**src/rtl/sere_pkg.sv**
```systemverilog
// Shared types and codes for the sprite edge run extractor.
// No dependencies; imported by the top level.
package sere_pkg;

  // Sequencer states
  typedef enum logic [2:0] {
    ST_IDLE,
    ST_DIV,
    ST_LOAD,
    ST_SEEK,
    ST_TEST
  } st_t;

  // Walker mode during a fetch
  typedef enum logic [1:0] {
    MODE_FIND,
    MODE_EXTEND,
    MODE_LOOK
  } mode_t;

  // Command codes
  localparam logic OP_LOAD  = 1'b0;
  localparam logic OP_FETCH = 1'b1;

  // Configuration register indexes
  localparam logic [1:0] CFG_ALPHA_THRESHOLD = 2'd0;
  localparam logic [1:0] CFG_IMAGE_WIDTH     = 2'd1;
  localparam logic [1:0] CFG_IMAGE_HEIGHT    = 2'd2;

  // Facing codes
  localparam logic [1:0] FACE_UP    = 2'd0;
  localparam logic [1:0] FACE_DOWN  = 2'd1;
  localparam logic [1:0] FACE_LEFT  = 2'd2;
  localparam logic [1:0] FACE_RIGHT = 2'd3;

endpackage

```
**src/rtl/sere_map.sv**
```systemverilog
// Opacity map: one write port and two registered read ports.
// No dependencies.
module sere_map #(
  parameter int DEPTH = 256,
  parameter int AW    = 8
) (
  input  logic          clk,
  input  logic          wr_en,
  input  logic [AW-1:0] wr_addr,
  input  logic          wr_data,
  input  logic [AW-1:0] rd_addr_a,
  input  logic [AW-1:0] rd_addr_b,
  output logic          rd_data_a,
  output logic          rd_data_b
);

  logic mem [DEPTH];

  // write port
  always_ff @(posedge clk) begin
    if (wr_en) begin
      mem[wr_addr] <= wr_data;
    end
  end

  // read ports, data registered
  always_ff @(posedge clk) begin
    rd_data_a <= mem[rd_addr_a];
    rd_data_b <= mem[rd_addr_b];
  end

endmodule

```
**src/rtl/sere_div.sv**
```systemverilog
// Bit-serial restoring divider: one quotient bit per cycle.
// No dependencies; used to rebuild the load column and row after a width change.
module sere_div #(
  parameter int CW = 9,
  parameter int DW = 5
) (
  input  logic          clk,
  input  logic          rst_n,
  input  logic          start,
  input  logic [CW-1:0] dividend,
  input  logic [DW-1:0] divisor,
  output logic          done,
  output logic [DW-1:0] quotient,
  output logic [DW-1:0] remainder
);

  localparam int CNW = $clog2(CW + 1);

  logic [DW-1:0]  rem_r, rem_nxt;
  logic [CW-1:0]  dq_r, dq_nxt;
  logic [CNW-1:0] cnt_r, cnt_nxt;
  logic           run_r, run_nxt;
  logic           done_r, done_nxt;
  logic [DW:0]    shifted;
  logic [DW:0]    diff;
  logic           ge;

  // one restoring step
  always_comb begin
    shifted = {rem_r, dq_r[CW-1]};
    ge      = shifted >= {1'b0, divisor};
    diff    = shifted - {1'b0, divisor};
  end

  always_comb begin
    rem_nxt  = rem_r;
    dq_nxt   = dq_r;
    cnt_nxt  = cnt_r;
    run_nxt  = run_r;
    done_nxt = 1'b0;
    if (start) begin
      rem_nxt = '0;
      dq_nxt  = dividend;
      cnt_nxt = CNW'(CW);
      run_nxt = 1'b1;
    end else if (run_r) begin
      rem_nxt = ge ? diff[DW-1:0] : shifted[DW-1:0];
      dq_nxt  = (dq_r << 1) | CW'(ge);
      cnt_nxt = cnt_r - CNW'(1);
      if (cnt_r == CNW'(1)) begin
        run_nxt  = 1'b0;
        done_nxt = 1'b1;
      end
    end
  end

  // control
  always_ff @(posedge clk) begin
    if (!rst_n) begin
      run_r  <= 1'b0;
      done_r <= 1'b0;
      cnt_r  <= '0;
    end else begin
      run_r  <= run_nxt;
      done_r <= done_nxt;
      cnt_r  <= cnt_nxt;
    end
  end

  // datapath
  always_ff @(posedge clk) begin
    rem_r <= rem_nxt;
    dq_r  <= dq_nxt;
  end

  assign done      = done_r;
  assign quotient  = DW'(dq_r);
  assign remainder = rem_r;

endmodule

```
**src/rtl/sprite_edge_run_extractor.sv**
```systemverilog
// Sprite edge run extractor top level: sequencer, pixel walker and config registers.
// Depends on sere_pkg, sere_map and sere_div.
//
// A load (in_opcode 0) stores one pixel's opacity in row-major order; the first
// load after a width write waits while a serial divider rebuilds the column and
// row from the linear load count, unless that count has already reached the image
// size. A fetch (in_opcode 1) walks the outline with one map lookup (pixel and
// neighbor) per pixel tested, covering the run itself and the look-ahead to the
// next edge pixel that decides out_final_face. A fetch with nothing left answers
// in the cycle after it is taken. Each result is on the out_ ports for one cycle
// marked by out_strobe and cannot be held off; busy is high while an item is in
// work, and start is only taken while busy is low.
module sprite_edge_run_extractor
  import sere_pkg::*;
#(
  parameter int MAX_WIDTH  = 16,
  parameter int MAX_HEIGHT = 16
) (
  input  logic       clk,
  input  logic       rst_n,
  input  logic       start,
  output logic       busy,
  input  logic       in_opcode,
  input  logic [7:0] in_pixel_alpha,
  output logic       out_strobe,
  output logic       out_face_valid,
  output logic [1:0] out_facing,
  output logic [3:0] out_line_index,
  output logic [3:0] out_run_first,
  output logic [3:0] out_run_end,
  output logic       out_final_face,
  input  logic       cfg_we,
  input  logic [1:0] cfg_index,
  input  logic [7:0] cfg_data
);

  localparam int MAXD  = (MAX_WIDTH > MAX_HEIGHT) ? MAX_WIDTH : MAX_HEIGHT;
  localparam int DW    = $clog2(MAXD + 1);
  localparam int DEPTH = MAX_WIDTH * MAX_HEIGHT;
  localparam int AW    = (DEPTH > 1) ? $clog2(DEPTH) : 1;
  localparam int CW    = $clog2(DEPTH + 1);

  st_t   state_r, state_nxt;
  mode_t mode_r, mode_nxt;

  // configuration
  logic [7:0] alpha_threshold_r, alpha_threshold_nxt;
  logic [4:0] image_width_r, image_width_nxt;
  logic [4:0] image_height_r, image_height_nxt;

  // load position
  logic [CW-1:0] load_count_r, load_count_nxt;
  logic [DW-1:0] ld_x_r, ld_x_nxt;
  logic [DW-1:0] ld_y_r, ld_y_nxt;
  logic          geo_ok_r, geo_ok_nxt;
  logic          ld_opq_r, ld_opq_nxt;

  // scan resume point
  logic [1:0]    scan_facing_r, scan_facing_nxt;
  logic [DW-1:0] scan_line_r, scan_line_nxt;
  logic [DW-1:0] scan_pos_r, scan_pos_nxt;
  logic          scan_done_r, scan_done_nxt;

  // walker
  logic [1:0]    wf_r, wf_nxt;
  logic [DW-1:0] wl_r, wl_nxt;
  logic [DW-1:0] wp_r, wp_nxt;
  logic [DW-1:0] run_first_r, run_first_nxt;
  logic [DW-1:0] run_end_r, run_end_nxt;
  logic          nb_out_r, nb_out_nxt;

  // result registers
  logic       out_strobe_r, out_strobe_nxt;
  logic       out_valid_r, out_valid_nxt;
  logic [1:0] out_facing_r, out_facing_nxt;
  logic [3:0] out_line_r, out_line_nxt;
  logic [3:0] out_first_r, out_first_nxt;
  logic [3:0] out_end_r, out_end_nxt;
  logic       out_final_r, out_final_nxt;

  // geometry
  logic [DW-1:0] eff_w, eff_h, lines, len_v;
  logic [CW-1:0] total, count_inc;
  logic          count_over, inc_over;
  logic          line_over, pos_over, last_face;

  // pixel and neighbor
  logic [DW-1:0] cur_x, cur_y, nb_x, nb_y;
  logic          nb_out;
  logic [AW-1:0] cur_addr, nb_addr, wr_addr;
  logic          map_we;
  logic          rd_opq, rd_nb;
  logic          test_edge;

  // divider
  logic          div_start, div_done;
  logic [DW-1:0] div_quo, div_rem;

  // effective size, clamped to 1..MAX
  always_comb begin
    eff_w = (image_width_r == '0) ? DW'(1) :
            (32'(image_width_r) > MAX_WIDTH) ? DW'(MAX_WIDTH) : DW'(image_width_r);
    eff_h = (image_height_r == '0) ? DW'(1) :
            (32'(image_height_r) > MAX_HEIGHT) ? DW'(MAX_HEIGHT) : DW'(image_height_r);
    total      = CW'(32'(eff_w) * 32'(eff_h));
    count_inc  = load_count_r + CW'(1);
    count_over = load_count_r >= total;
    inc_over   = count_inc >= total;
  end

  // walker bounds: rows for up/down, columns for left/right
  always_comb begin
    lines     = wf_r[1] ? eff_w : eff_h;
    len_v     = wf_r[1] ? eff_h : eff_w;
    line_over = wl_r >= lines;
    pos_over  = wp_r >= len_v;
    last_face = wf_r == FACE_RIGHT;
    cur_x     = wf_r[1] ? wl_r : wp_r;
    cur_y     = wf_r[1] ? wp_r : wl_r;
  end

  // neighbor in the facing direction; clamped onto the pixel when outside
  always_comb begin
    nb_x   = cur_x;
    nb_y   = cur_y;
    nb_out = 1'b0;
    unique case (wf_r)
      FACE_UP: begin
        nb_out = cur_y == '0;
        if (!nb_out) nb_y = cur_y - DW'(1);
      end
      FACE_DOWN: begin
        nb_out = DW'(cur_y + DW'(1)) >= eff_h;
        if (!nb_out) nb_y = cur_y + DW'(1);
      end
      FACE_LEFT: begin
        nb_out = cur_x == '0;
        if (!nb_out) nb_x = cur_x - DW'(1);
      end
      FACE_RIGHT: begin
        nb_out = DW'(cur_x + DW'(1)) >= eff_w;
        if (!nb_out) nb_x = cur_x + DW'(1);
      end
    endcase
  end

  // map addresses
  always_comb begin
    cur_addr = AW'(32'(cur_y) * MAX_WIDTH + 32'(cur_x));
    nb_addr  = AW'(32'(nb_y) * MAX_WIDTH + 32'(nb_x));
    wr_addr  = AW'(32'(ld_y_r) * MAX_WIDTH + 32'(ld_x_r));
  end

  assign test_edge = rd_opq & (nb_out_r | ~rd_nb);

  sere_map #(
    .DEPTH (DEPTH),
    .AW    (AW)
  ) u_map (
    .clk       (clk),
    .wr_en     (map_we),
    .wr_addr   (wr_addr),
    .wr_data   (ld_opq_r),
    .rd_addr_a (cur_addr),
    .rd_addr_b (nb_addr),
    .rd_data_a (rd_opq),
    .rd_data_b (rd_nb)
  );

  sere_div #(
    .CW (CW),
    .DW (DW)
  ) u_div (
    .clk       (clk),
    .rst_n     (rst_n),
    .start     (div_start),
    .dividend  (load_count_r),
    .divisor   (eff_w),
    .done      (div_done),
    .quotient  (div_quo),
    .remainder (div_rem)
  );

  // next state
  always_comb begin
    state_nxt = state_r;
    unique case (state_r)
      ST_IDLE: begin
        if (start) begin
          if (in_opcode == OP_LOAD) begin
            state_nxt = (count_over || geo_ok_r) ? ST_LOAD : ST_DIV;
          end else if (!scan_done_r) begin
            state_nxt = ST_SEEK;
          end
        end
      end
      ST_DIV: begin
        if (div_done) state_nxt = ST_LOAD;
      end
      ST_LOAD: state_nxt = ST_IDLE;
      ST_SEEK: begin
        if (mode_r == MODE_EXTEND) begin
          state_nxt = pos_over ? ST_SEEK : ST_TEST;
        end else if (line_over) begin
          state_nxt = last_face ? ST_IDLE : ST_SEEK;
        end else begin
          state_nxt = pos_over ? ST_SEEK : ST_TEST;
        end
      end
      ST_TEST: begin
        state_nxt = (mode_r == MODE_LOOK && test_edge) ? ST_IDLE : ST_SEEK;
      end
      default: state_nxt = ST_IDLE;
    endcase
  end

  // datapath and outputs
  always_comb begin
    mode_nxt            = mode_r;
    alpha_threshold_nxt = alpha_threshold_r;
    image_width_nxt     = image_width_r;
    image_height_nxt    = image_height_r;
    load_count_nxt      = load_count_r;
    ld_x_nxt            = ld_x_r;
    ld_y_nxt            = ld_y_r;
    geo_ok_nxt          = geo_ok_r;
    ld_opq_nxt          = ld_opq_r;
    scan_facing_nxt     = scan_facing_r;
    scan_line_nxt       = scan_line_r;
    scan_pos_nxt        = scan_pos_r;
    scan_done_nxt       = scan_done_r;
    wf_nxt              = wf_r;
    wl_nxt              = wl_r;
    wp_nxt              = wp_r;
    run_first_nxt       = run_first_r;
    run_end_nxt         = run_end_r;
    nb_out_nxt          = nb_out_r;
    out_strobe_nxt      = 1'b0;
    out_valid_nxt       = out_valid_r;
    out_facing_nxt      = out_facing_r;
    out_line_nxt        = out_line_r;
    out_first_nxt       = out_first_r;
    out_end_nxt         = out_end_r;
    out_final_nxt       = out_final_r;
    div_start           = 1'b0;
    map_we              = 1'b0;

    unique case (state_r)
      ST_IDLE: begin
        if (start) begin
          if (in_opcode == OP_LOAD) begin
            ld_opq_nxt = in_pixel_alpha >= alpha_threshold_r;
            if (count_over) begin
              load_count_nxt = '0;
              ld_x_nxt       = '0;
              ld_y_nxt       = '0;
              geo_ok_nxt     = 1'b1;
            end else if (!geo_ok_r) begin
              div_start = 1'b1;
            end
          end else if (scan_done_r) begin
            // nothing left: empty result
            out_strobe_nxt = 1'b1;
            out_valid_nxt  = 1'b0;
            out_facing_nxt = '0;
            out_line_nxt   = '0;
            out_first_nxt  = '0;
            out_end_nxt    = '0;
            out_final_nxt  = 1'b0;
          end else begin
            wf_nxt   = scan_facing_r;
            wl_nxt   = scan_line_r;
            wp_nxt   = scan_pos_r;
            mode_nxt = MODE_FIND;
          end
        end
      end

      ST_DIV: begin
        if (div_done) begin
          ld_x_nxt   = div_rem;
          ld_y_nxt   = div_quo;
          geo_ok_nxt = 1'b1;
        end
      end

      ST_LOAD: begin
        // store pixel, advance load position, restart the scan
        map_we = 1'b1;
        if (inc_over) begin
          load_count_nxt = '0;
          ld_x_nxt       = '0;
          ld_y_nxt       = '0;
        end else begin
          load_count_nxt = count_inc;
          if (DW'(ld_x_r + DW'(1)) == eff_w) begin
            ld_x_nxt = '0;
            ld_y_nxt = ld_y_r + DW'(1);
          end else begin
            ld_x_nxt = ld_x_r + DW'(1);
          end
        end
        scan_facing_nxt = '0;
        scan_line_nxt   = '0;
        scan_pos_nxt    = '0;
        scan_done_nxt   = 1'b0;
      end

      ST_SEEK: begin
        unique case (mode_r)
          MODE_EXTEND: begin
            if (pos_over) begin
              // run reaches the end of the line
              run_end_nxt     = wp_r - DW'(1);
              scan_facing_nxt = wf_r;
              scan_line_nxt   = wl_r;
              scan_pos_nxt    = wp_r;
              mode_nxt        = MODE_LOOK;
            end else begin
              nb_out_nxt = nb_out;
            end
          end
          MODE_FIND, MODE_LOOK: begin
            if (line_over) begin
              if (last_face) begin
                // walk exhausted
                scan_done_nxt  = 1'b1;
                out_strobe_nxt = 1'b1;
                if (mode_r == MODE_FIND) begin
                  out_valid_nxt  = 1'b0;
                  out_facing_nxt = '0;
                  out_line_nxt   = '0;
                  out_first_nxt  = '0;
                  out_end_nxt    = '0;
                  out_final_nxt  = 1'b0;
                end else begin
                  out_valid_nxt  = 1'b1;
                  out_facing_nxt = scan_facing_r;
                  out_line_nxt   = 4'(scan_line_r);
                  out_first_nxt  = 4'(run_first_r);
                  out_end_nxt    = 4'(run_end_r);
                  out_final_nxt  = 1'b1;
                end
              end else begin
                wf_nxt = wf_r + 2'd1;
                wl_nxt = '0;
                wp_nxt = '0;
              end
            end else if (pos_over) begin
              wl_nxt = wl_r + DW'(1);
              wp_nxt = '0;
            end else begin
              nb_out_nxt = nb_out;
            end
          end
          default: ;
        endcase
      end

      ST_TEST: begin
        unique case (mode_r)
          MODE_FIND: begin
            if (test_edge) begin
              run_first_nxt = wp_r;
              mode_nxt      = MODE_EXTEND;
            end
            wp_nxt = wp_r + DW'(1);
          end
          MODE_EXTEND: begin
            if (test_edge) begin
              wp_nxt = wp_r + DW'(1);
            end else begin
              run_end_nxt     = wp_r - DW'(1);
              scan_facing_nxt = wf_r;
              scan_line_nxt   = wl_r;
              scan_pos_nxt    = wp_r;
              mode_nxt        = MODE_LOOK;
            end
          end
          MODE_LOOK: begin
            if (test_edge) begin
              // another run follows
              out_strobe_nxt = 1'b1;
              out_valid_nxt  = 1'b1;
              out_facing_nxt = scan_facing_r;
              out_line_nxt   = 4'(scan_line_r);
              out_first_nxt  = 4'(run_first_r);
              out_end_nxt    = 4'(run_end_r);
              out_final_nxt  = 1'b0;
            end else begin
              wp_nxt = wp_r + DW'(1);
            end
          end
          default: ;
        endcase
      end

      default: ;
    endcase

    // configuration writes
    if (cfg_we) begin
      unique case (cfg_index)
        CFG_ALPHA_THRESHOLD: alpha_threshold_nxt = cfg_data;
        CFG_IMAGE_WIDTH: begin
          image_width_nxt = cfg_data[4:0];
          geo_ok_nxt      = 1'b0;
        end
        CFG_IMAGE_HEIGHT: image_height_nxt = cfg_data[4:0];
        default: ;
      endcase
    end
  end

  // control registers
  always_ff @(posedge clk) begin
    if (!rst_n) begin
      state_r           <= ST_IDLE;
      alpha_threshold_r <= 8'd1;
      image_width_r     <= 5'd16;
      image_height_r    <= 5'd16;
      load_count_r      <= '0;
      ld_x_r            <= '0;
      ld_y_r            <= '0;
      geo_ok_r          <= 1'b1;
      scan_facing_r     <= '0;
      scan_line_r       <= '0;
      scan_pos_r        <= '0;
      scan_done_r       <= 1'b0;
      out_strobe_r      <= 1'b0;
      mode_r            <= MODE_FIND;
    end else begin
      state_r           <= state_nxt;
      alpha_threshold_r <= alpha_threshold_nxt;
      image_width_r     <= image_width_nxt;
      image_height_r    <= image_height_nxt;
      load_count_r      <= load_count_nxt;
      ld_x_r            <= ld_x_nxt;
      ld_y_r            <= ld_y_nxt;
      geo_ok_r          <= geo_ok_nxt;
      scan_facing_r     <= scan_facing_nxt;
      scan_line_r       <= scan_line_nxt;
      scan_pos_r        <= scan_pos_nxt;
      scan_done_r       <= scan_done_nxt;
      out_strobe_r      <= out_strobe_nxt;
      mode_r            <= mode_nxt;
    end
  end

  // payload registers
  always_ff @(posedge clk) begin
    ld_opq_r    <= ld_opq_nxt;
    wf_r        <= wf_nxt;
    wl_r        <= wl_nxt;
    wp_r        <= wp_nxt;
    run_first_r <= run_first_nxt;
    run_end_r   <= run_end_nxt;
    nb_out_r    <= nb_out_nxt;
    out_valid_r  <= out_valid_nxt;
    out_facing_r <= out_facing_nxt;
    out_line_r   <= out_line_nxt;
    out_first_r  <= out_first_nxt;
    out_end_r    <= out_end_nxt;
    out_final_r  <= out_final_nxt;
  end

  assign busy           = state_r != ST_IDLE;
  assign out_strobe     = out_strobe_r;
  assign out_face_valid = out_valid_r;
  assign out_facing     = out_facing_r;
  assign out_line_index = out_line_r;
  assign out_run_first  = out_first_r;
  assign out_run_end    = out_end_r;
  assign out_final_face = out_final_r;

endmodule

```
**config.mk**
```make
export PLATFORM = sky130hd
export DESIGN_NAME = sprite_edge_run_extractor
export DESIGN_NICKNAME = d
export VERILOG_FILES = /design/src/rtl/sere_pkg.sv /design/src/rtl/sere_map.sv /design/src/rtl/sere_div.sv /design/src/rtl/sprite_edge_run_extractor.sv
export SDC_FILE = /design/constraint.sdc
export NUM_CORES = 1
export LEC_CHECK = 0
export ABC_AREA = 1
export BUFFER_PORTS_ARGS = -buffer_cell sky130_fd_sc_hd__buf_4
export CORE_ASPECT_RATIO = 1.1
export CORE_UTILIZATION = 50
export CTS_BUF_LIST = sky130_fd_sc_hd__clkbuf_8 sky130_fd_sc_hd__clkbuf_16
export DETAILED_ROUTE_END_ITERATION = 6
export GPL_TIMING_DRIVEN = 0
export PLACE_DENSITY = 0.68
export SYNTH_ARGS = -nofsm -noshare
export SYNTH_HDL_FRONTEND = slang
export SYNTH_SLANG_ARGS = --single-unit
```
**constraint.sdc**
```tcl
create_clock -name clk -period 4.7 [get_ports clk]
set_clock_uncertainty 0.15 [all_clocks]
set_input_delay 0.47 -clock clk [delete_from_list [all_inputs] [get_ports clk]]
set_output_delay 0.47 -clock clk [all_outputs]
set_load 0.05 [all_outputs]
```
Yosys cells after proc, flatten, opt, wreduce, memory -nomap -nowiden
Memory sizes are Yosys's and may differ from the RTL's. A register that Yosys moved wholly into a read port is not among the register bits.
Cells that the tools add are included.
Word-level totals
  bits in registers: 115
  memories: 1
  input port bits: 23
  word-level logic and storage cells: 333
  memory bits (writable): 256
Cells by class
  mux-type cells: 183
  equal/unequal tests: 41
  reductions and logical operators: 41
  magnitude comparators: 10
  bitwise gates (word level): 7
  $add $sub $neg: 16
  multipliers: 1
Memories
  u_map.mem: words 256, bits a word 1, rd ports 2, clocked after memory_dff 2, wr ports 1, RTL line sere_map.sv:17  | logic mem [DEPTH];
Operators with widths (count)
  2-to-1 mux 5 bit: 43
  2-to-1 mux 4 bit: 29
  case mux 5 bit (3 select lines): 6
  2-to-1 mux 2 bit: 29
  2-to-1 mux 9 bit: 6
  2-to-1 mux 1 bit: 42
  case mux 4 bit (3 select lines): 3
  != test 2 bit (second input constant): 17
  adder 5 x 1 -> 5 bit (second input constant): 6
  != test 3 bit (second input constant): 9
  adder 8 x 5 -> 8 bit: 3
  2-to-1 mux 3 bit: 7
  greater-or-equal comparator 5 bit: 4
  logical NOT 5 bit: 4
  case mux 5 bit (2 select lines): 2
  greater-or-equal comparator 9 bit: 2
  case mux 2 bit (3 select lines): 3
  case mux 9 bit (2 select lines): 1
  AND reduction 9 bit: 2
  case mux 4 bit (2 select lines): 2
  AND reduction 5 bit: 3
  AND reduction 7 bit: 2
  case mux 3 bit (4 select lines): 1
  AND reduction 3 bit: 4
  38 further kinds: 69

Longest topological paths before layout
Gate-level depths: netlist (run 1).
  depth after elaboration: 11
  mapped depth: 30
  gate-level depth less buffers: 30

Cells and area by module
From an unflattened synthesis (run 1), not the netlist that was laid out.
Unflattened totals
  cells, all modules: 2911
  area, all modules: 22985.8 µm²
Modules (own cells, without submodules)
  sere_map: cells each 1763, instances 1, area an instance 14322.5 µm², seq. area each 7727.4 µm²
  sprite_edge_run_extractor: cells each 999, instances 1, area an instance 7488.4 µm², seq. area each 2262.2 µm²
  sere_div: cells each 149, instances 1, area an instance 1174.9 µm², seq. area each 490.5 µm²

Worst setup path after synthesis (run 1)
OpenSTA, ideal clock, no wires.
  path type: register to register
  start: reg image_width_r[1]
  end: reg u_div.rem_r[1], in the netlist u_div.remainder[1]
  required time: 4.435 ns
  path slack: -0.265 ns
  setup time: 0.115 ns
  stages on the path, launching flop included: 24
  arrival time: 4.699 ns
  clock period less this slack: 4.965 ns
  path through: dfxtp_1 -> inv_1 -> nand4_1 -> nand2_1 -> nand2_1 -> inv_1 -> nand2_1 -> fa_1 -> fa_1 -> fa_1 -> inv_1 -> ha_1 -> a21oi_1 -> o21ai_0 -> xnor2_1 -> ha_1 -> a21oi_1 -> nand3_1 -> nand3_1 -> nand4_1 -> nand2_1 -> nor2_1 -> a31oi_1 -> inv_1
Between the ends
  word-level cells in the longest chain between the ends: 9
  elaborated cells between the ends (all ways): 13
  classes of those cells: add/sub (1); mul (1); order compare (3); mux (7); reduce/logical (1)
RTL lines
  start, declared: RTL line sprite_edge_run_extractor.sv:48  | logic [4:0] image_width_r, image_width_nxt;
  start signal, assigned: RTL line sprite_edge_run_extractor.sv:435  | image_width_r <= image_width_nxt;
  > comparator 5 bit: RTL line sprite_edge_run_extractor.sv:102  | (32'(image_width_r) > MAX_WIDTH) ? DW'(MAX_WIDTH) : DW'(image_width_r);
  2-to-1 mux 5 bit: RTL line sprite_edge_run_extractor.sv:102
  2-to-1 mux 5 bit *: RTL line sprite_edge_run_extractor.sv:101  | eff_w = (image_width_r == '0) ? DW'(1) :
  multiplier 5 x 5 -> 9 bit: RTL line sprite_edge_run_extractor.sv:105  | total = CW'(32'(eff_w) * 32'(eff_h));
  greater-or-equal comparator 9 bit: RTL line sprite_edge_run_extractor.sv:107  | count_over = load_count_r >= total;
  2-to-1 mux 1 bit: RTL line sprite_edge_run_extractor.sv:253  | if (count_over) begin
  2-to-1 mux 1 bit: RTL line sprite_edge_run_extractor.sv:251  | if (in_opcode == OP_LOAD) begin
  2-to-1 mux 1 bit: RTL line sprite_edge_run_extractor.sv:250  | if (start) begin
  2-to-1 mux 1 bit: RTL line sprite_edge_run_extractor.sv:248  | unique case (state_r)
  end signal, assigned: RTL line sere_div.sv:72  | rem_r <= rem_nxt;
  end, declared: RTL line sere_div.sv:19  | logic [DW-1:0] rem_r, rem_nxt;
Mark *: on every way between the ends. The rest lies on a longest branch, timed or not.
A chain may end at the register's enable or synchronous reset.

Worst setup path in the final report (run 1)
  start: reg image_width_r[0]
  end: reg u_div.dq_r[6], data pin
Between the ends
  word-level cells in the longest chain between the ends: 10
  elaborated cells between the ends (all ways): 11
  classes of those cells: mul (1); order compare (2); mux (7); reduce/logical (1)
RTL lines
  > comparator 5 bit: RTL line sprite_edge_run_extractor.sv:102
  2-to-1 mux 5 bit: RTL line sprite_edge_run_extractor.sv:102
  2-to-1 mux 5 bit *: RTL line sprite_edge_run_extractor.sv:101
  multiplier 5 x 5 -> 9 bit *: RTL line sprite_edge_run_extractor.sv:105
  greater-or-equal comparator 9 bit *: RTL line sprite_edge_run_extractor.sv:107
  2-to-1 mux 1 bit *: RTL line sprite_edge_run_extractor.sv:253
  2-to-1 mux 1 bit *: RTL line sprite_edge_run_extractor.sv:251
  2-to-1 mux 1 bit *: RTL line sprite_edge_run_extractor.sv:250
  2-to-1 mux 1 bit *: RTL line sprite_edge_run_extractor.sv:248
  2-to-1 mux 9 bit *: RTL line sere_div.sv:41  | if (start) begin
  named net u_div.dq_nxt[6]: RTL line sere_div.sv:20  | logic [CW-1:0] dq_r, dq_nxt;
  end signal, assigned: RTL line sere_div.sv:73  | dq_r <= dq_nxt;
  end, declared: RTL line sere_div.sv:20
The timed path passes the listed nets; every way through them passes the cells marked *.

==> qor.txt, run 1 <==
result of the run: finished, violations left
violations in the final reports: negative setup slack
Worst Path Class, Setup: register to register
top-level I/O count: 41
critical path cell sequence: inv_2 > nand4_1 > nand2_1 > inv_2 > nor2_4 > nand2_2 > fa_1 > fa_1 > fa_1 > inv_2 > ha_4 > a21oi_2 > o21ai_2 > nand2_1 > nand2_1 > a21oi_1 > xnor2_2 > inv_1 > nand2_2 > nand4_1 > buf_6 > mux2_4
Critical path buffers and inverters: 5
horizontal die dimension: 206.3 um
overall die height: 226.7 um
cell area after synthesis: 22950 um2
Hold Path Depth: 3
total met3 wirelength after detailed routing: 10140 um
Final Instance Count excl. Fillers: 3707
final worst hold slack: 0.01816 ns
final net count: 3217
# placed instances: 3566
synthesis warning total: 0
Core ar.: 44900 um2
highest layer used for signal routing: met5
peak per-stage delay on the critical path: 0.52 ns
slew at the pin closest to its max-slew limit: 1.275 ns
synthesized-area fraction occupied by ao, oa, aoi and oai cells: 10.78%
arrival time at the worst endpoint: 5.07 ns
highest net fanout along the worst path: 6
Detailed Place HPWL: 64980 um
largest family of logic cells by synthesized area: simple AND/OR/NAND/NOR gates
count of final hold-check violations: 0
asr flop ratio synth: 0%
DR WL/cell: 25.37 um
CP startpoint kind: register
CTS tree: yes
number of antenna violations at the first check in global routing: 2
count of different cell masters after synthesis: 57
CP Data Required Time: 4.89 ns
global-route wire length before repair: 134800 um
number of enable-type register cells in the synthesized netlist: 303
die area: 46760 um2
most common flop cell mapped by yosys: sky130_fd_sc_hd__edfxtp_1
met2 routed WL: 42330 um
Antenna Cells: 0
detailed-route wire length: 94040 um
Bufs on Longest Clock Path: 3
worst hold path class: input port to register
number of logic stages on the critical path including buffering: 22
M1 WL: 33770 um
number of sinks driven by the clock tree: 372
total number of H-tree levels: 2
post-synthesis sequential element count: 372
vias in the first global route: 21.22k
standard cell with the maximum stage delay on the critical path: sky130_fd_sc_hd__fa_1
mux contribution to synthesized area: 0.04907%
ANT nets after route: 0
minimum period implied by the final worst setup slack: 4.886 ns
number of violations reported at the end of detailed-routing iteration 0: 2835
largest net degree at the start of global routing: 34
clock-pin transition on the worst setup and hold timing paths: 0.06 ns
synthesized instance count: 2937
number of cell rows: 81
fraction of final layout cells with drive strength greater than 1: 11.74%
global placement routability congestion: 1.021
total global routing track utilization: 40.09%
worst-case headroom to the max-slew limit: 15.03%
final cycle utilization of the critical path: 103.9%
number of buffers created by CTS: 44
Area Overhead vs Synth: 17.19%
Max Cap Violations: 0
smallest setup slack after layout: -0.1856 ns
number of remaining DRC errors: 0
simple-gate share of the synthesized area: 25.39%
Max Transition Viols Final: 0
Buffers on Ports: 39
per-instance average area after synthesis: 7.813 um2
maximum operating frequency: 0.2047 GHz
vias: 22.39k
setup repair after global routing missed its margin: true
share of the yosys chip area belonging to registers: 45.67%
adder and majority gate portion of the synthesized area: 5.856%
number of detailed-routing iterations run before antenna repair: 6
source-to-sink clock delay at the later pin of the worst-skew pair: 0.60 ns
capturing element type of the critical path: register
final count of negative-setup-slack endpoints: 46
logic depth of the worst register-to-register path: 22
via density per instance: 6.041
net count after synthesis: 3062
initial standard-cell utilization of the core: 51.11%
fraction of synthesized cell area in xor and xnor cells: 1.527%
Clock Tree Root: sky130_fd_sc_hd__clkbuf_16
gate family responsible for the most delay along the worst path: adder cells
GR Overflow Total: 0
==> worst min-delay path, cell delays in order <==
cell,delay [ns]
sky130_fd_sc_hd__buf_4,0.10
sky130_fd_sc_hd__nand2_1,0.05
sky130_fd_sc_hd__o211ai_1,0.09
==> sequential cells by signal, summed over array words and instances (netlist names), 3 cells and up <==
register,cells
u_map.mem,256
load_count_r,9
u_div.dq_r,9
alpha_threshold_r,8
image_height_r,5
image_width_r,5
ld_x_r,5
scan_line_r,5
scan_pos_r,5
u_div.remainder,5
wl_r,5
wp_r,5
ld_y_r,4
out_line_index,4
out_run_end,4
out_run_first,4
run_end_r,4
run_first_r,4
u_div.cnt_r,4
state_r,3
==> cell usage in the layout (no fill, tap or decap), types with 7 or more instances in the layout <==
cell type                     n
sky130_fd_sc_hd__o211ai_1    15
sky130_fd_sc_hd__fa_1         8
sky130_fd_sc_hd__xnor2_1      9
sky130_fd_sc_hd__nand3_2     12
sky130_fd_sc_hd__xor2_1      27
sky130_fd_sc_hd__nand3_1    415
sky130_fd_sc_hd__buf_6       26
sky130_fd_sc_hd__ha_1        88
sky130_fd_sc_hd__o22ai_1     13
sky130_fd_sc_hd__inv_1      436
sky130_fd_sc_hd__buf_8       11
sky130_fd_sc_hd__o21ai_0    179
sky130_fd_sc_hd__a21oi_1    169
sky130_fd_sc_hd__nand2_2     22
sky130_fd_sc_hd__o21ai_1     14
sky130_fd_sc_hd__buf_16       8
sky130_fd_sc_hd__edfxtp_1   303
sky130_fd_sc_hd__buf_2       23
sky130_fd_sc_hd__buf_12       7
sky130_fd_sc_hd__nor3_1      14
sky130_fd_sc_hd__clkbuf_16   47
sky130_fd_sc_hd__dfxtp_1     67
sky130_fd_sc_hd__nand2_1    502
sky130_fd_sc_hd__buf_4      107
sky130_fd_sc_hd__o21a_1       7
sky130_fd_sc_hd__nor2_1     360
sky130_fd_sc_hd__a211oi_1     8
sky130_fd_sc_hd__clkbuf_1    67
sky130_fd_sc_hd__inv_2       18
sky130_fd_sc_hd__nand4_1     15
==> cells by family (layout without fill, tap and decap cells) <==
kind of cell,after synthesis,after routing
muxes,1,1
adders and majority gates,102,102
buffers and inverters,605,794
DFF,372,372
AOI/OAI and AO/OA,450,450
xor gates and xnor gates,40,40
and+or+nand+nor,1367,1367
==> per-stage QoR <==
stage	setup slack, ns	util (%)	setup TNS [ns]	cell area (um2)
6_report	-0.1856	59.89	-4.074	26890
5_1_grt	-0.4143	59.89	-14.80	26890
4_1_cts	-0.1802	58.65	-4.096	26330
3_5_place_dp	-2.115	53.99	-45.27	24240
3_3_place_gp	-2.035	53.46	-559.99	24000
2_1_floorplan	0.0003251	-	0	22980
==> routing by layer <==
metal  vias up  GRT usage (%)
li1      10009              -
met1     10530          48.23
met2      1435          63.94
met3       415          8.594
met4         4          27.68
met5         -              0
==> cell usage after synthesis, types with 8 or more instances <==
master                       n  share of area [%]
sky130_fd_sc_hd__nand2_1   524                8.6
sky130_fd_sc_hd__inv_1     437                7.1
sky130_fd_sc_hd__nand3_1   426                9.3
sky130_fd_sc_hd__nor2_1    365                6.0
sky130_fd_sc_hd__edfxtp_1  303                 40
sky130_fd_sc_hd__o21ai_0   194                4.2
sky130_fd_sc_hd__a21oi_1   174                3.8
sky130_fd_sc_hd__ha_1       93                5.1
sky130_fd_sc_hd__clkbuf_1   73                1.2
sky130_fd_sc_hd__dfxtp_1    69                6.0
sky130_fd_sc_hd__buf_2      54                1.2
sky130_fd_sc_hd__xor2_1     29                1.1
sky130_fd_sc_hd__nand4_1    15               0.41
sky130_fd_sc_hd__nor3_1     15               0.33
sky130_fd_sc_hd__o211ai_1   15               0.49
sky130_fd_sc_hd__buf_4      13               0.43
sky130_fd_sc_hd__o22ai_1    13               0.35
sky130_fd_sc_hd__inv_2      11               0.18
sky130_fd_sc_hd__xnor2_1    11               0.42
sky130_fd_sc_hd__buf_6      10               0.49
sky130_fd_sc_hd__fa_1        9               0.79
sky130_fd_sc_hd__a211oi_1    8               0.26
==> worst paths after layout <==
check             slack [ns]                                 to                         startpoint
setup / recovery       -0.19            u_div.dq_r[6]$_DFFE_PP_      image_width_r[0]$_SDFFE_PN0P_
hold / removal          0.02      image_width_r[4]$_SDFFE_PN1P_                        cfg_data[4]
setup reg to reg       -0.19            u_div.dq_r[6]$_DFFE_PP_      image_width_r[0]$_SDFFE_PN0P_
hold reg to reg         0.31  alpha_threshold_r[5]$_SDFFE_PN0P_  alpha_threshold_r[5]$_SDFFE_PN0P_
==> what timing repair did <==
action,CTS,global route
buffers inserted,40,20
gates resized for setup,114,97
setup endpoints to repair,51,51
gates cloned,2,3
pin swaps,32,31
endpoints found under the hold margin,1,0
hold buffers,1,0
==> final cells by class <==
| class | count | area [um2] |
|---|---|---|
| clock inverter | 34 | 307.8 |
| multi-input combinational | 1960 | 10380 |
| buffer | 150 | 1046 |
| sequential | 372 | 10480 |
| fill | 4083 | 18010 |
| timing repair buffer | 114 | 1090 |
| clock buffer | 46 | 1140 |
| inverter | 450 | 1722 |
| tap | 581 | 726.9 |
Power of run 1 is left out: the tool's default activity adds up to more than one toggle a clock period on the data nets, which glitch-free logic cannot reach.
==> run 2: changes to the inputs <==
--- a/config.mk
+++ b/config.mk
@@ -7,9 +7,10 @@
 export LEC_CHECK = 0
 export ABC_AREA = 1
 export BUFFER_PORTS_ARGS = -buffer_cell sky130_fd_sc_hd__buf_4
-export CORE_ASPECT_RATIO = 1.1
+export CORE_ASPECT_RATIO = 1.75
 export CORE_UTILIZATION = 50
 export CTS_BUF_LIST = sky130_fd_sc_hd__clkbuf_8 sky130_fd_sc_hd__clkbuf_16
+export CTS_CLUSTER_DIAMETER = 80
 export DETAILED_ROUTE_END_ITERATION = 6
 export GPL_TIMING_DRIVEN = 0
 export PLACE_DENSITY = 0.68
==> qor.txt, run 2 (synthesis results as in run 1) <==
capturing point of the worst reg2reg path: u_div.dq_r[6]$_DFFE_PP_ (unchanged)
Core ar.: 45230 um2 (was 44900 um2)
Hold Path Depth: 3 (unchanged)
initial standard-cell utilization of the core: 50.73% (was 51.11%)
smallest setup slack after layout: -0.2259 ns (was -0.1856 ns)
clock-pin transition on the worst setup and hold timing paths: 0.07 ns (was 0.06 ns)
logic depth of the worst register-to-register path: 24 (was 22)
slew at the pin closest to its max-slew limit: 1.382 ns (was 1.275 ns)
Min-Delay Endpoint: image_width_r[4]$_SDFFE_PN1P_ (unchanged)
largest net degree at the start of global routing: 39 (was 34)
reg-to-reg setup timing slack: -0.23 ns (was -0.19 ns)
worst reg2reg path startpoint: image_width_r[0]$_SDFFE_PN0P_ (unchanged)
global-route wire length before repair: 142100 um (was 134800 um)
worst hold path class: input port to register (unchanged)
register with the highest flop count: u_map.mem (unchanged)
capturing element type of the critical path: register (unchanged)
Worst Path Class, Setup: register to register (unchanged)
most frequent cells in the layout: sky130_fd_sc_hd__nand2_1 (494), sky130_fd_sc_hd__inv_1 (428), sky130_fd_sc_hd__nand3_1 (419), sky130_fd_sc_hd__nor2_1 (360), sky130_fd_sc_hd__edfxtp_1 (303) (was sky130_fd_sc_hd__nand2_1 (502), sky130_fd_sc_hd__inv_1 (436), sky130_fd_sc_hd__nand3_1 (415), sky130_fd_sc_hd__nor2_1 (360), sky130_fd_sc_hd__edfxtp_1 (303))
arrival time at the worst endpoint: 5.05 ns (was 5.07 ns)
# placed instances: 3562 (was 3566)
source-to-sink clock delay at the later pin of the worst-skew pair: 0.57 ns (was 0.60 ns)
CP startpoint kind: register (unchanged)
Buffers on Ports: 39 (unchanged)
number of remaining DRC errors: 0 (unchanged)
die area: 46790 um2 (was 46760 um2)
hold wc startpoint: cfg_data[4] (unchanged)
result of the run: finished, violations left (unchanged)
count of final hold-check violations: 0 (unchanged)
GR Overflow Total: 0 (unchanged)
overall die height: 285.4 um (was 226.7 um)
final cycle utilization of the critical path: 104.8% (was 103.9%)
total number of H-tree levels: 2 (unchanged)
registers with the highest flip-flop counts: u_map.mem (256), load_count_r (9), u_div.dq_r (9) (unchanged)
vias: 22.59k (was 22.39k)
number of buffers created by CTS: 37 (was 44)
maximum operating frequency: 0.2030 GHz (was 0.2047 GHz)
final net count: 3204 (was 3217)
final count of negative-setup-slack endpoints: 48 (was 46)
number of antenna violations at the first check in global routing: 4 (was 2)
Max Transition Viols Final: 0 (unchanged)
DR WL/cell: 27.15 um (was 25.37 um)
vias in the first global route: 22.07k (was 21.22k)
violations in the final reports: negative setup slack (unchanged)
worst slack, placed: -2.302 ns (was -2.115 ns)
final worst hold slack: 0.03699 ns (was 0.01816 ns)
leading cell type in the layout, fill and taps excluded: sky130_fd_sc_hd__nand2_1 (unchanged)
number of sinks driven by the clock tree: 372 (unchanged)
via density per instance: 6.130 (was 6.041)
Detailed Place HPWL: 71430 um (was 64980 um)
horizontal die dimension: 163.9 um (was 206.3 um)
fraction of final layout cells with drive strength greater than 1: 12.19% (was 11.74%)
setup repair after global routing missed its margin: true (unchanged)
number of cell rows: 103 (was 81)
Clock Tree Root: sky130_fd_sc_hd__clkbuf_16 (unchanged)
Area Overhead vs Synth: 16.71% (was 17.19%)
Max Cap Violations: 0 (unchanged)
Setup TNS Final: -6.669 ns (was -4.074 ns)
fillers: 4104 (was 4083)
max reg flops: 256 (unchanged)
detailed-route wire length: 100100 um (was 94040 um)
top-level I/O count: 41 (unchanged)
global placement routability congestion: 1.039 (was 1.021)
Bufs on Longest Clock Path: 3 (unchanged)
worst-case headroom to the max-slew limit: 7.883% (was 15.03%)
highest net fanout along the worst path: 8 (was 6)
CP Data Required Time: 4.83 ns (was 4.89 ns)
Final Instance Count excl. Fillers: 3686 (was 3707)
number of detailed-routing iterations run before antenna repair: 6 (unchanged)
CTS tree: yes (unchanged)
ANT nets after route: 0 (unchanged)
number of violations reported at the end of detailed-routing iteration 0: 2643 (was 2835)
total global routing track utilization: 42.76% (was 40.09%)
minimum period implied by the final worst setup slack: 4.926 ns (was 4.886 ns)
run 2: changes by cell type in the layout (fill, tap and decap cells not counted), sizes merged:
| cell | previous run | this run |
|---|---|---|
| diode | 0 | 1 |
| clkinvlp | 4 | 5 |
| inv | 460 | 456 |
| bufinv | 6 | 3 |
| dlygate4sd3 | 1 | 0 |
| clkbuf | 123 | 116 |
| clkinv | 14 | 13 |
| nand2 | 532 | 533 |
| buf | 186 | 182 |
run 2: stage by stage:
stage	cell area [um2]	util, %
after global routing	26780	59.20
after global placement	24000	53.05
after detailed placement	24250	53.60
after floorplan	22980	-
after CTS	26160	57.84
final	26780	59.21
run 2: layout make-up:
class | count | area [um2] | share of cell area, %
antenna | 1 | 2.502 | 0.009344
buffer | 150 | 1069 | 3.990
tap | 577 | 721.9 | 2.696
inverter | 450 | 1727 | 6.447
clock inverter | 27 | 211.5 | 0.7895
clock buffer | 41 | 1003 | 3.747
timing repair buffer | 107 | 1079 | 4.027
multi-input combinational | 1961 | 10480 | 39.14
sequential | 372 | 10490 | 39.16
run 2: worst max path at each step:
stage	endpoint	start	slack (ns)
5_1_grt	u_div.dq_r[6]$_DFFE_PP_	image_width_r[0]$_SDFFE_PN0P_	-0.37
3_5_place_dp	u_map.rd_data_b$_DFF_P_	wp_r[1]$_DFFE_PP_	-2.30
4_1_cts	u_div.dq_r[6]$_DFFE_PP_	image_width_r[3]$_SDFFE_PN0P_	-0.12
3_3_place_gp	u_map.rd_data_b$_DFF_P_	wp_r[1]$_DFFE_PP_	-2.29
2_1_floorplan	u_div.dq_r[3]$_DFFE_PP_	image_width_r[2]$_SDFFE_PN0P_	0.0003
6_report	u_div.dq_r[6]$_DFFE_PP_	image_width_r[0]$_SDFFE_PN0P_	-0.23
run 2: timing repair:
item | in CTS | in global routing
resized for setup | 132 | 117
hold buffers | 0 | 0
cloned | 1 | 2
setup buffers | 42 | 15
setup endpoints to repair | 51 | 51
pin swaps | 41 | 17
run 2: worst max-delay path, stage by stage, from the launching register on:
cell                       delay (ns)
sky130_fd_sc_hd__dfxtp_2         0.32
sky130_fd_sc_hd__inv_2           0.07
sky130_fd_sc_hd__nand4_1         0.14
sky130_fd_sc_hd__nand2_2         0.15
sky130_fd_sc_hd__inv_4           0.06
sky130_fd_sc_hd__nor2_4          0.13
sky130_fd_sc_hd__nand2_2         0.06
sky130_fd_sc_hd__fa_1            0.55
sky130_fd_sc_hd__fa_1            0.45
sky130_fd_sc_hd__fa_1            0.51
sky130_fd_sc_hd__inv_2           0.05
sky130_fd_sc_hd__ha_4            0.29
sky130_fd_sc_hd__a21oi_4         0.06
sky130_fd_sc_hd__o21ai_2         0.17
sky130_fd_sc_hd__xnor2_2         0.15
sky130_fd_sc_hd__ha_1            0.27
sky130_fd_sc_hd__nand2_1         0.07
sky130_fd_sc_hd__o21bai_1        0.11
sky130_fd_sc_hd__nand3_1         0.11
sky130_fd_sc_hd__nand3_2         0.13
sky130_fd_sc_hd__nand4_1         0.12
sky130_fd_sc_hd__buf_6           0.21
sky130_fd_sc_hd__buf_6           0.13
sky130_fd_sc_hd__nand2_8         0.07
sky130_fd_sc_hd__buf_12          0.11
run 2: routing by layer:
layer / global-route usage, % / up-vias / share of wire, %
met1: 43.17 / 10590 / 32
met5: 0 / - / 0.020
li1: - / 9991 / -
met4: 39.79 / 4 / 11
met2: 72.82 / 1421 / 48
met3: 8.625 / 588 / 8.7
Power of run 2 is left out for the same reason.
